**src/rtl/ufmt_pkg.sv**
```systemverilog
// Shared types and constants for the unsigned to ASCII formatter.
// No dependencies; imported by every module of the block.
`timescale 1ns / 1ps

package ufmt_pkg;

	// conversion modes carried in the input tuser field
	localparam logic [1:0] MODE_DEC    = 2'd0;
	localparam logic [1:0] MODE_HEX_LO = 2'd1;
	localparam logic [1:0] MODE_HEX_UP = 2'd2;
	localparam logic [1:0] MODE_NONE   = 2'd3;

	// character set
	localparam logic [7:0] CHAR_ZERO = 8'h30;
	localparam logic [7:0] CHAR_LO_A = 8'h61;
	localparam logic [7:0] CHAR_UP_A = 8'h41;
	localparam logic [7:0] CHAR_UP_F = 8'h46;
	localparam logic [7:0] CHAR_LO_F = 8'h66;
	localparam logic [7:0] CHAR_NINE = 8'h39;

	// digit slots held for one run
	localparam int unsigned RUN_MAX  = 16;
	localparam int unsigned DIGIT_W  = 4;
	localparam int unsigned BCD_W    = RUN_MAX * DIGIT_W;
	localparam int unsigned REM_W    = $clog2(RUN_MAX + 1);

	// controller state, one-hot
	typedef enum logic [2:0] {
		ST_IDLE = 3'b001,
		ST_CONV = 3'b010,
		ST_EMIT = 3'b100
	} ufmt_state_t;

	// controls from the sequencer to the digit register
	typedef struct packed {
		logic load;   // start a new conversion
		logic step;   // shift one source bit into the digit register
		logic dec;    // apply the decimal add-3 correction on a step
		logic pop;    // drop the leading digit
	} ufmt_ctrl_t;

	// ASCII character for one digit
	function automatic logic [7:0] digit_char(input logic [3:0] d, input logic upper);
		logic [7:0] base;
		base = upper ? CHAR_UP_A : CHAR_LO_A;
		if (d <= 4'd9)
			return CHAR_ZERO + {4'b0000, d};
		else
			return base + {4'b0000, d} - 8'd10;
	endfunction

endpackage

```
**src/rtl/unsigned_to_ascii_formatter.sv**
```systemverilog
// Top level of the unsigned to ASCII formatter: sequencer, character counter, output register.
// Depends on ufmt_pkg and ufmt_digits.
`timescale 1ns / 1ps

// Formats one unsigned value per transaction as ASCII digits, most significant first,
// without leading zeros (zero gives a single '0'); tuser selects decimal (low DEC_WIDTH
// bits), lower-case hex or upper-case hex (low HEX_WIDTH bits), and mode 3 is dropped.
// Each character leaves with a running 32-bit count of all characters sent, and tlast
// marks the end of a number. One number is worked on at a time: after acceptance the
// value passes bit-serially through a shift-and-add-3 digit register (add-3 in decimal
// mode only), one bit per cycle, then the 16 digit slots are scanned, skipping leading
// zeros and sending one character per cycle while the sink is ready. Decimal values with
// more than 16 digits give their 16 least significant digits, leading zeros included.
module unsigned_to_ascii_formatter #(
	parameter int unsigned DEC_WIDTH = 32,
	parameter int unsigned HEX_WIDTH = 64
) (
	input  logic        clk,
	input  logic        arst_n,
	input  logic        s_tvalid,
	output logic        s_tready,
	input  logic [63:0] s_tdata,   // [63:0] value
	input  logic [1:0]  s_tuser,   // [1:0] req_type
	output logic        m_tvalid,
	input  logic        m_tready,
	output logic [39:0] m_tdata,   // [7:0] ascii_char, [39:8] total_count
	output logic        m_tlast    // last_char
);
	import ufmt_pkg::*;

	localparam int unsigned SRC_W = (DEC_WIDTH > HEX_WIDTH) ? DEC_WIDTH : HEX_WIDTH;
	localparam int unsigned CNT_W = $clog2(SRC_W + 1);

	ufmt_state_t         state_q;
	logic [CNT_W-1:0]    bits_q;
	logic [REM_W-1:0]    rem_q;
	logic                dec_q;
	logic                upper_q;
	logic                started_q;
	logic [31:0]         count_q;
	logic                out_valid_q;
	logic [7:0]          out_char_q;
	logic                out_last_q;
	logic [31:0]         out_count_q;

	ufmt_ctrl_t          ctrl;
	logic [SRC_W-1:0]    load_value;
	logic [DIGIT_W-1:0]  top_digit;
	logic                ovf;
	logic                in_fire;
	logic                out_free;
	logic                skip;
	logic                emit;

	assign s_tready = (state_q == ST_IDLE);
	assign in_fire  = s_tvalid && s_tready && (s_tuser != MODE_NONE);
	assign out_free = !out_valid_q || m_tready;

	// leading zero skip, not once the value overflowed the 16 slots
	assign skip = (state_q == ST_EMIT) && !started_q && !ovf
		&& (top_digit == '0) && (rem_q != REM_W'(1));
	assign emit = (state_q == ST_EMIT) && !skip && out_free;

	// source value aligned to the top of the shift register
	always_comb begin
		if (s_tuser == MODE_DEC)
			load_value = SRC_W'(s_tdata[DEC_WIDTH-1:0]) << (SRC_W - DEC_WIDTH);
		else
			load_value = SRC_W'(s_tdata[HEX_WIDTH-1:0]) << (SRC_W - HEX_WIDTH);
	end

	// digit register controls
	always_comb begin
		ctrl.load = in_fire;
		ctrl.step = (state_q == ST_CONV);
		ctrl.dec  = dec_q;
		ctrl.pop  = skip || emit;
	end

	ufmt_digits #(
		.SRC_W(SRC_W)
	) u_digits (
		.clk       (clk),
		.arst_n    (arst_n),
		.ctrl      (ctrl),
		.load_value(load_value),
		.top_digit (top_digit),
		.ovf       (ovf)
	);

	// sequencer
	always_ff @(posedge clk or negedge arst_n) begin
		if (!arst_n) begin
			state_q   <= ST_IDLE;
			bits_q    <= '0;
			rem_q     <= '0;
			dec_q     <= 1'b0;
			upper_q   <= 1'b0;
			started_q <= 1'b0;
		end else begin
			case (state_q)
				ST_IDLE: begin
					if (in_fire) begin
						state_q   <= ST_CONV;
						dec_q     <= (s_tuser == MODE_DEC);
						upper_q   <= (s_tuser == MODE_HEX_UP);
						bits_q    <= (s_tuser == MODE_DEC) ? CNT_W'(DEC_WIDTH)
							: CNT_W'(HEX_WIDTH);
						rem_q     <= REM_W'(RUN_MAX);
						started_q <= 1'b0;
					end
				end
				ST_CONV: begin
					bits_q <= bits_q - 1'b1;
					if (bits_q == CNT_W'(1))
						state_q <= ST_EMIT;
				end
				ST_EMIT: begin
					if (skip) begin
						rem_q <= rem_q - 1'b1;
					end else if (emit) begin
						rem_q     <= rem_q - 1'b1;
						started_q <= 1'b1;
						if (rem_q == REM_W'(1))
							state_q <= ST_IDLE;
					end
				end
				default: begin
					state_q <= ST_IDLE;
				end
			endcase
		end
	end

	// running character count and output valid
	always_ff @(posedge clk or negedge arst_n) begin
		if (!arst_n) begin
			count_q     <= '0;
			out_valid_q <= 1'b0;
		end else begin
			if (emit) begin
				count_q     <= count_q + 32'd1;
				out_valid_q <= 1'b1;
			end else if (m_tready) begin
				out_valid_q <= 1'b0;
			end
		end
	end

	// output payload
	always_ff @(posedge clk) begin
		if (emit) begin
			out_char_q  <= digit_char(top_digit, upper_q);
			out_last_q  <= (rem_q == REM_W'(1));
			out_count_q <= count_q + 32'd1;
		end
	end

	assign m_tvalid = out_valid_q;
	assign m_tdata  = {out_count_q, out_char_q};
	assign m_tlast  = out_last_q;

endmodule

```
**src/rtl/ufmt_digits.sv**
```systemverilog
// Bit-serial digit register: source shift register plus 16-digit shift-and-add-3 store.
// Depends on ufmt_pkg.
`timescale 1ns / 1ps

module ufmt_digits #(
	parameter int unsigned SRC_W = 64
) (
	input  logic                       clk,
	input  logic                       arst_n,
	input  ufmt_pkg::ufmt_ctrl_t       ctrl,
	input  logic [SRC_W-1:0]           load_value,
	output logic [ufmt_pkg::DIGIT_W-1:0] top_digit,
	output logic                       ovf
);
	import ufmt_pkg::*;

	logic [SRC_W-1:0]   src_q;
	logic [BCD_W-1:0]   bcd_q;
	logic               ovf_q;
	logic [BCD_W-1:0]   bcd_fix;

	// add-3 correction, in decimal mode only, on every digit of 5 or more before the shift
	always_comb begin
		for (int i = 0; i < RUN_MAX; i++) begin
			if (ctrl.dec && bcd_q[i*DIGIT_W +: DIGIT_W] >= 4'd5)
				bcd_fix[i*DIGIT_W +: DIGIT_W] = bcd_q[i*DIGIT_W +: DIGIT_W] + 4'd3;
			else
				bcd_fix[i*DIGIT_W +: DIGIT_W] = bcd_q[i*DIGIT_W +: DIGIT_W];
		end
	end

	// overflow flag: cleared on load, set when a step shifts a one out of the top digit
	always_ff @(posedge clk or negedge arst_n) begin
		if (!arst_n) begin
			ovf_q <= 1'b0;
		end else if (ctrl.load) begin
			ovf_q <= 1'b0;
		end else if (ctrl.step && bcd_fix[BCD_W-1]) begin
			ovf_q <= 1'b1;
		end
	end

	always_ff @(posedge clk) begin
		if (ctrl.load) begin
			src_q <= load_value;
			bcd_q <= '0;
		end else if (ctrl.step) begin
			src_q <= {src_q[SRC_W-2:0], 1'b0};
			bcd_q <= {bcd_fix[BCD_W-2:0], src_q[SRC_W-1]};
		end else if (ctrl.pop) begin
			bcd_q <= {bcd_q[BCD_W-DIGIT_W-1:0], {DIGIT_W{1'b0}}};
		end
	end

	assign top_digit = bcd_q[BCD_W-1 -: DIGIT_W];
	assign ovf       = ovf_q;

endmodule

```
**config.mk**
```make
export PLATFORM = sky130hd
export DESIGN_NAME = unsigned_to_ascii_formatter
export DESIGN_NICKNAME = d
export VERILOG_FILES = /design/src/rtl/ufmt_pkg.sv /design/src/rtl/unsigned_to_ascii_formatter.sv /design/src/rtl/ufmt_digits.sv
export SDC_FILE = /design/constraint.sdc
export NUM_CORES = 1
export LEC_CHECK = 0
export BUFFER_PORTS_ARGS = -buffer_cell sky130_fd_sc_hd__buf_4
export CAP_MARGIN = 10
export CORE_MARGIN = 2
export CORE_UTILIZATION = 31
export DETAILED_ROUTE_END_ITERATION = 10
export GPL_TIMING_DRIVEN = 1
export SYNTH_ARGS = -nofsm -noshare
export SYNTH_HDL_FRONTEND = slang
export SYNTH_SLANG_ARGS = --single-unit
```
**constraint.sdc**
```tcl
create_clock -name clk -period 4.7 [get_ports clk]
set_clock_uncertainty 0.15 [all_clocks]
set_input_delay 0.47 -clock clk [delete_from_list [all_inputs] [get_ports clk]]
set_output_delay 0.47 -clock clk [all_outputs]
set_load 0.03 [all_outputs]
```
### Yosys cells after proc, flatten, opt, wreduce, memory -nomap -nowiden

Cells that the tools add are included.

| cells by class | value |
|---|---|
| $add $sub $neg | 22 |
| $lt $le $gt $ge | 17 |
| eq/ne operators | 14 |
| muxes and demuxes | 44 |
| reductions and logical operators | 44 |

Operators with widths:

| cell | number |
|---|---|
| $mux W64 | 5 |
| $add A4 B2 Y4 const B | 16 |
| $ge A4 B3 Y1 const B | 16 |
| $mux W4 | 16 |
| $add A32 B1 Y32 const B | 1 |
| $logic_and A1 B1 Y1 | 25 |
| $mux W3 | 5 |
| $mux W5 | 3 |
| $mux W7 | 2 |
| $pmux W7 S2 | 1 |
| $reduce_bool A2 Y1 | 6 |
| $pmux W5 S2 | 1 |
| $pmux W3 S3 | 1 |
| $add A7 B4 Y8 | 1 |
| $mux W8 | 1 |
| $ne A2 B2 Y1 const B | 4 |
| $sub A8 B4 Y8 const B | 1 |
| $add A6 B4 Y7 const A | 1 |
| $eq A7 B1 Y1 const B | 1 |
| $mux W1 | 7 |
| $sub A7 B1 Y7 const B | 1 |
| $mux W6 | 1 |
| $eq A5 B1 Y1 const B | 1 |
| $ne A5 B1 Y1 const B | 1 |
| other kinds (17) | 23 |

| storage, ports and cells | value |
|---|---|
| bits in registers | 221 |
| input port bits | 70 |
| output and inout port bits | 43 |
| word-level logic and storage cells | 155 |

### Logic depth before layout (Yosys ltp)

| logic depth | value |
|---|---|
| word-level depth | 11 |
| gate-level depth with buffers | 10 |
| depth with buffers taken out | 8 |

### By module

A second synthesis with hierarchy kept.

| second synthesis, totals | value |
|---|---|
| cells, all modules | 1,131 |
| area total of the unflattened synthesis | 11,995.3 µm² |

Modules (own cells, without submodules):

| module | times used | cells an instance | area an instance (µm²) | sequential area each (µm²) |
|---|---|---|---|---|
| ufmt_digits | 1 | 698 | 7,183.1 | 3,228.1 |
| unsigned_to_ascii_formatter | 1 | 433 | 4,812.1 | 2,478.6 |

### Worst setup path after synthesis

OpenSTA, ideal clock, no wires.

| timing | value |
|---|---|
| path type | register to register |
| from | reg state_q[0] |
| to | reg u_digits.src_q[0], enable pin |
| library setup time | 0.424 ns |
| arrival time | 3.665 ns |
| required time | 4.126 ns |
| slack | 0.461 ns |
| cell stages (with the launch flop) | 8 |
| buffers on the path | 3 |
| period minus slack after synthesis | 4.239 ns |
| cells stage by stage | dfstp_2 buf_2 nor3b_1 and2_1 buf_2 nand2_1 clkbuf_1 nand2_1 |

| on the way | value |
|---|---|
| longest elaborated chain between the ends | 4 |
| elaborated cells on any way between the ends | 5 |
| those cells by class | eq/ne: 2; reduce/logical: 3 |

RTL lines:

| what | line | text |
|---|---|---|
| start, declared | unsigned_to_ascii_formatter.sv:34 | `ufmt_state_t state_q;` |
| start signal, assigned | unsigned_to_ascii_formatter.sv:94 | `state_q <= ST_IDLE;` |
| start signal, assigned | unsigned_to_ascii_formatter.sv:104 | `state_q <= ST_CONV;` |
| start signal, assigned | unsigned_to_ascii_formatter.sv:116 | `state_q <= ST_EMIT;` |
| $eq A3 B1 Y1 | unsigned_to_ascii_formatter.sv:55 | `assign s_tready = (state_q == ST_IDLE);` |
| net s_tready | unsigned_to_ascii_formatter.sv:21 | `output logic s_tready,` |
| $logic_and A1 B1 Y1 (2 in a row) | unsigned_to_ascii_formatter.sv:56 | `assign in_fire = s_tvalid && s_tready && (s_tuser != MODE_NONE);` |
| $reduce_bool A2 Y1 (no source line) | n/a |  |
| end signal, assigned | ufmt_digits.sv:45 | `src_q <= load_value;` |
| end signal, assigned | ufmt_digits.sv:48 | `src_q <= {src_q[SRC_W-2:0], 1'b0};` |
| end, declared | ufmt_digits.sv:17 | `logic [SRC_W-1:0] src_q;` |

The timed path passes the listed nets, and every way through them passes these cells.
A chain may end at the register's enable or synchronous reset.

### Worst setup path after layout

| timing | value |
|---|---|
| from | reg rem_q[1] |
| to | reg count_q[16] |

| on the way | value |
|---|---|
| longest elaborated chain between the ends | 5 |

RTL lines:

| what | line | text |
|---|---|---|
| start, declared | unsigned_to_ascii_formatter.sv:36 | `logic [REM_W-1:0] rem_q;` |
| start signal, assigned | unsigned_to_ascii_formatter.sv:109 | `rem_q <= REM_W'(RUN_MAX);` |
| start signal, assigned | unsigned_to_ascii_formatter.sv:120 | `rem_q <= rem_q - 1'b1;` |
| start signal, assigned | unsigned_to_ascii_formatter.sv:122 | `rem_q <= rem_q - 1'b1;` |
| $ne A5 B1 Y1 | unsigned_to_ascii_formatter.sv:61 | `&& (top_digit == '0) && (rem_q != REM_W'(1));` |
| $logic_and A1 B1 Y1 | unsigned_to_ascii_formatter.sv:61 |  |
| $logic_not A1 Y1 | unsigned_to_ascii_formatter.sv:62 | `assign emit = (state_q == ST_EMIT) && !skip && out_free;` |
| $logic_and A1 B1 Y1 (2 in a row) | unsigned_to_ascii_formatter.sv:62 |  |
| end signal, assigned | unsigned_to_ascii_formatter.sv:142 | `count_q <= count_q + 32'd1;` |
| end, declared | unsigned_to_ascii_formatter.sv:40 | `logic [31:0] count_q;` |

No other way between the ends.

==> out/results.ini <==
[drt]
drt_wl_total_mm=28.8
via_per_inst=5.30
drtPass1Iterations=5
ant_nets=0
routedWlPerCell_um=16.2
num_vias=9420
drcViolationCount=0
drt_iter0_drc=499

[yosys]
netlist_area_um2=12100
synthArstFlopShare_pct=23.6
synth_mux_area_share_pct=3.05
synth_top_family_by_area=compound AO/OA/AOI/OAI gates
synth_fa_ha_area_share_pct=3.92
synth-simple-area-share_pct=12.7
ys_seq_elements=220
synthXorXnorAreaFrac_pct=5.77
synth_cell_types=74
synth_warnings=0
yosysSeqAreaShare_pct=47.0
syn_inst=1180
synth_area_per_cell_um2=10.3
synth-edff-count=104
synthFlopType=edfxtp_1
synth_compound_area_share_pct=22.6
syn-num-nets=1288

[floorplanning]
die-width_um=202
dieArea_um2=40800
initial_core_util_pct=31.4
ioPinCount=113
fp-row-count=72
die_h_um=202
coreArea_um2=38600

[global_route]
grt_use_met2_pct=22.7
use_met1_pct=19.7
antenna_found_initial=0
busiest_layer=met2
globalRouteMet3Util_pct=1.82
first_global_vias=9122
grt_pass1_wl_mm=48.1
track_usage_pct=14.1
overflow=0
grt_max_degree=85

[timing]
min_period_ps=3070
fin_crit_sh_pct=65.4
rsz0062_at_grt=false
fin_tns_setup_ps=0
slew_headroom_pct=26.7
fmax_ghz=0.326
report.final.setup_viol=0
hold_viol=0
whs_ps=97.7
fin_ws_ps=1630
worstMarginPinSlew_ps=1100
maxSlewViolCount=0

[final_layout]
final_cell_mix=buf_4 (123), a21oi_1 (116), edfxtp_1 (104), dfxtp_1 (64), o21ai_0 (56)
antenna_cells=0
syn_to_final_growth_pct=16.0
layout_commonest_cell=buf_4
drive_gt1_share_pct=19.3
final_cells=1778
final_util_pct=36.4
fin_nets=1350
finish.instance_area_um2=14100
nFillCells=3860
regArea_um2=5710
multi_input_area_um2=5870

[setup_path]
end_kind=flip-flop
startpoint=rem_q[1]
cp_max_fo=57
critical_path_buf_inv_count=2
cp_top_family=simple AND/OR/NAND/NOR gates
r2r_slack_ps=1630
cpPeakStageDelay_ps=670
worstPathCellList=inv_1 -> ha_1 -> nor4b_4 -> nor3_1 -> or3_1 -> inv_4 -> nand4_1 -> xnor2_1
crit_slowest_cell=or3_1
cp.arrival_ps=3320
cp-start-kind=flip-flop
crit_type=reg2reg
required_ps=4950
r2r-start=rem_q[1]

[clocking]
cts_resized=0
clk_pin_slew_ps=60
cts_tree=done
cts.sinks=220
cts_setup_buffers=0
ctsRootBufferMaster=clkbuf_16
cts_buffers=24
cts_max_level=1
clock_latency_ps=520
cts-hold-fix-buffers=1
clockBufferDepth=3

[pwr]
peakVddDrop_mv=0.264
power.density_nw_per_um2=497
power_leakage_nw=5.18
total_power_mw=7.00

[placed_design]
placedCellCount=1733
dp_hpwl_mm=18.1
pre_cts_ws_ps=1610
io_buffers=111
place_area_um2=13300
place.gp.congestion=0.744

[hold_path]
worstHoldPathType=in2reg
min_from=s_tdata[7]

[run]
cap_violations=0

[run_status]
status=complete, no violations

kinds of logic (layout without fill, tap and decap cells):
| family | after synthesis | after routing |
|---|---|---|
| compound gates | 397 | 397 |
| xor+xnor | 80 | 80 |
| fa+ha+maj | 38 | 38 |
| buf+inv | 132 | 212 |
| flops | 220 | 220 |
| mux | 33 | 33 |
| other cells | 1 | 1 |
| simple gates | 279 | 279 |
final cells by class:
class	count	share of cell area [%]
tap	518	4.60
sequential	220	40.5
clock inverter	10	0.622
timing repair buffer	125	6.77
inverter	43	1.16
multi-input combinational	828	41.7
clock buffer	34	4.56
worst register-to-register path: stages, from the launching register on:
cell	delay [ps]
dfrtp_1	400
inv_1	80
ha_1	140
nor4b_4	400
nor3_1	110
or3_1	670
inv_4	610
nand4_1	220
xnor2_1	170
flip-flops by register name, indices dropped and copies added (netlist names), 3 cells and up:
signal	count
rem_q	5
state_q	3
bits_q	7
u_digits.bcd_q	64
out_count_q	32
out_char_q	7
u_digits.src_q	64
count_q	32
report_power, final:
| group | internal (mW) | total, mW | switching (mW) |
|---|---|---|---|
| Combinational | 0.902 | 2.24 | 1.34 |
| Sequential | 2.60 | 2.98 | 0.378 |
| Clock | 1.01 | 1.78 | 0.771 |
| Total | 4.51 | 7.00 | 2.49 |
synth_stat cells, types with 16 or more instances:
cell type / count / area, um2
nor2_1: 51 / 191
inv_1: 41 / 154
dfxtp_1: 64 / 1280
ha_1: 38 / 475
o22ai_1: 36 / 225
a22oi_1: 16 / 120
a22o_1: 32 / 280
nand2_1: 57 / 214
xor2_1: 45 / 394
and3_1: 18 / 113
o21ai_0: 56 / 280
a21oi_1: 117 / 586
mux2_2: 32 / 360
dfrtp_1: 51 / 1280
nand3_1: 24 / 120
nor3_1: 17 / 85.1
clkbuf_1: 67 / 251
edfxtp_1: 104 / 3120
o31ai_1: 33 / 248
xnor2_1: 35 / 307
nand2b_1: 54 / 338
path summary, 6_finish.rpt:
check,depth (start not counted),endpoint
worst max register to register,8,count_q[16]
min in group asynchronous,2,count_q[16]
worst min-delay path,2,u_digits.src_q[7]
worst max-delay path,8,count_q[16]
worst min register to register,1,bits_q[4]
max in group asynchronous,2,dec_q
metal layers:
layer	part of all wire (%)	vias to the layer above
li1	-	4570
met1	47	4607
met2	46	204
met3	4.2	39
met4	2.1	0
met5	0	-
(Power assumes the default switching activity.)
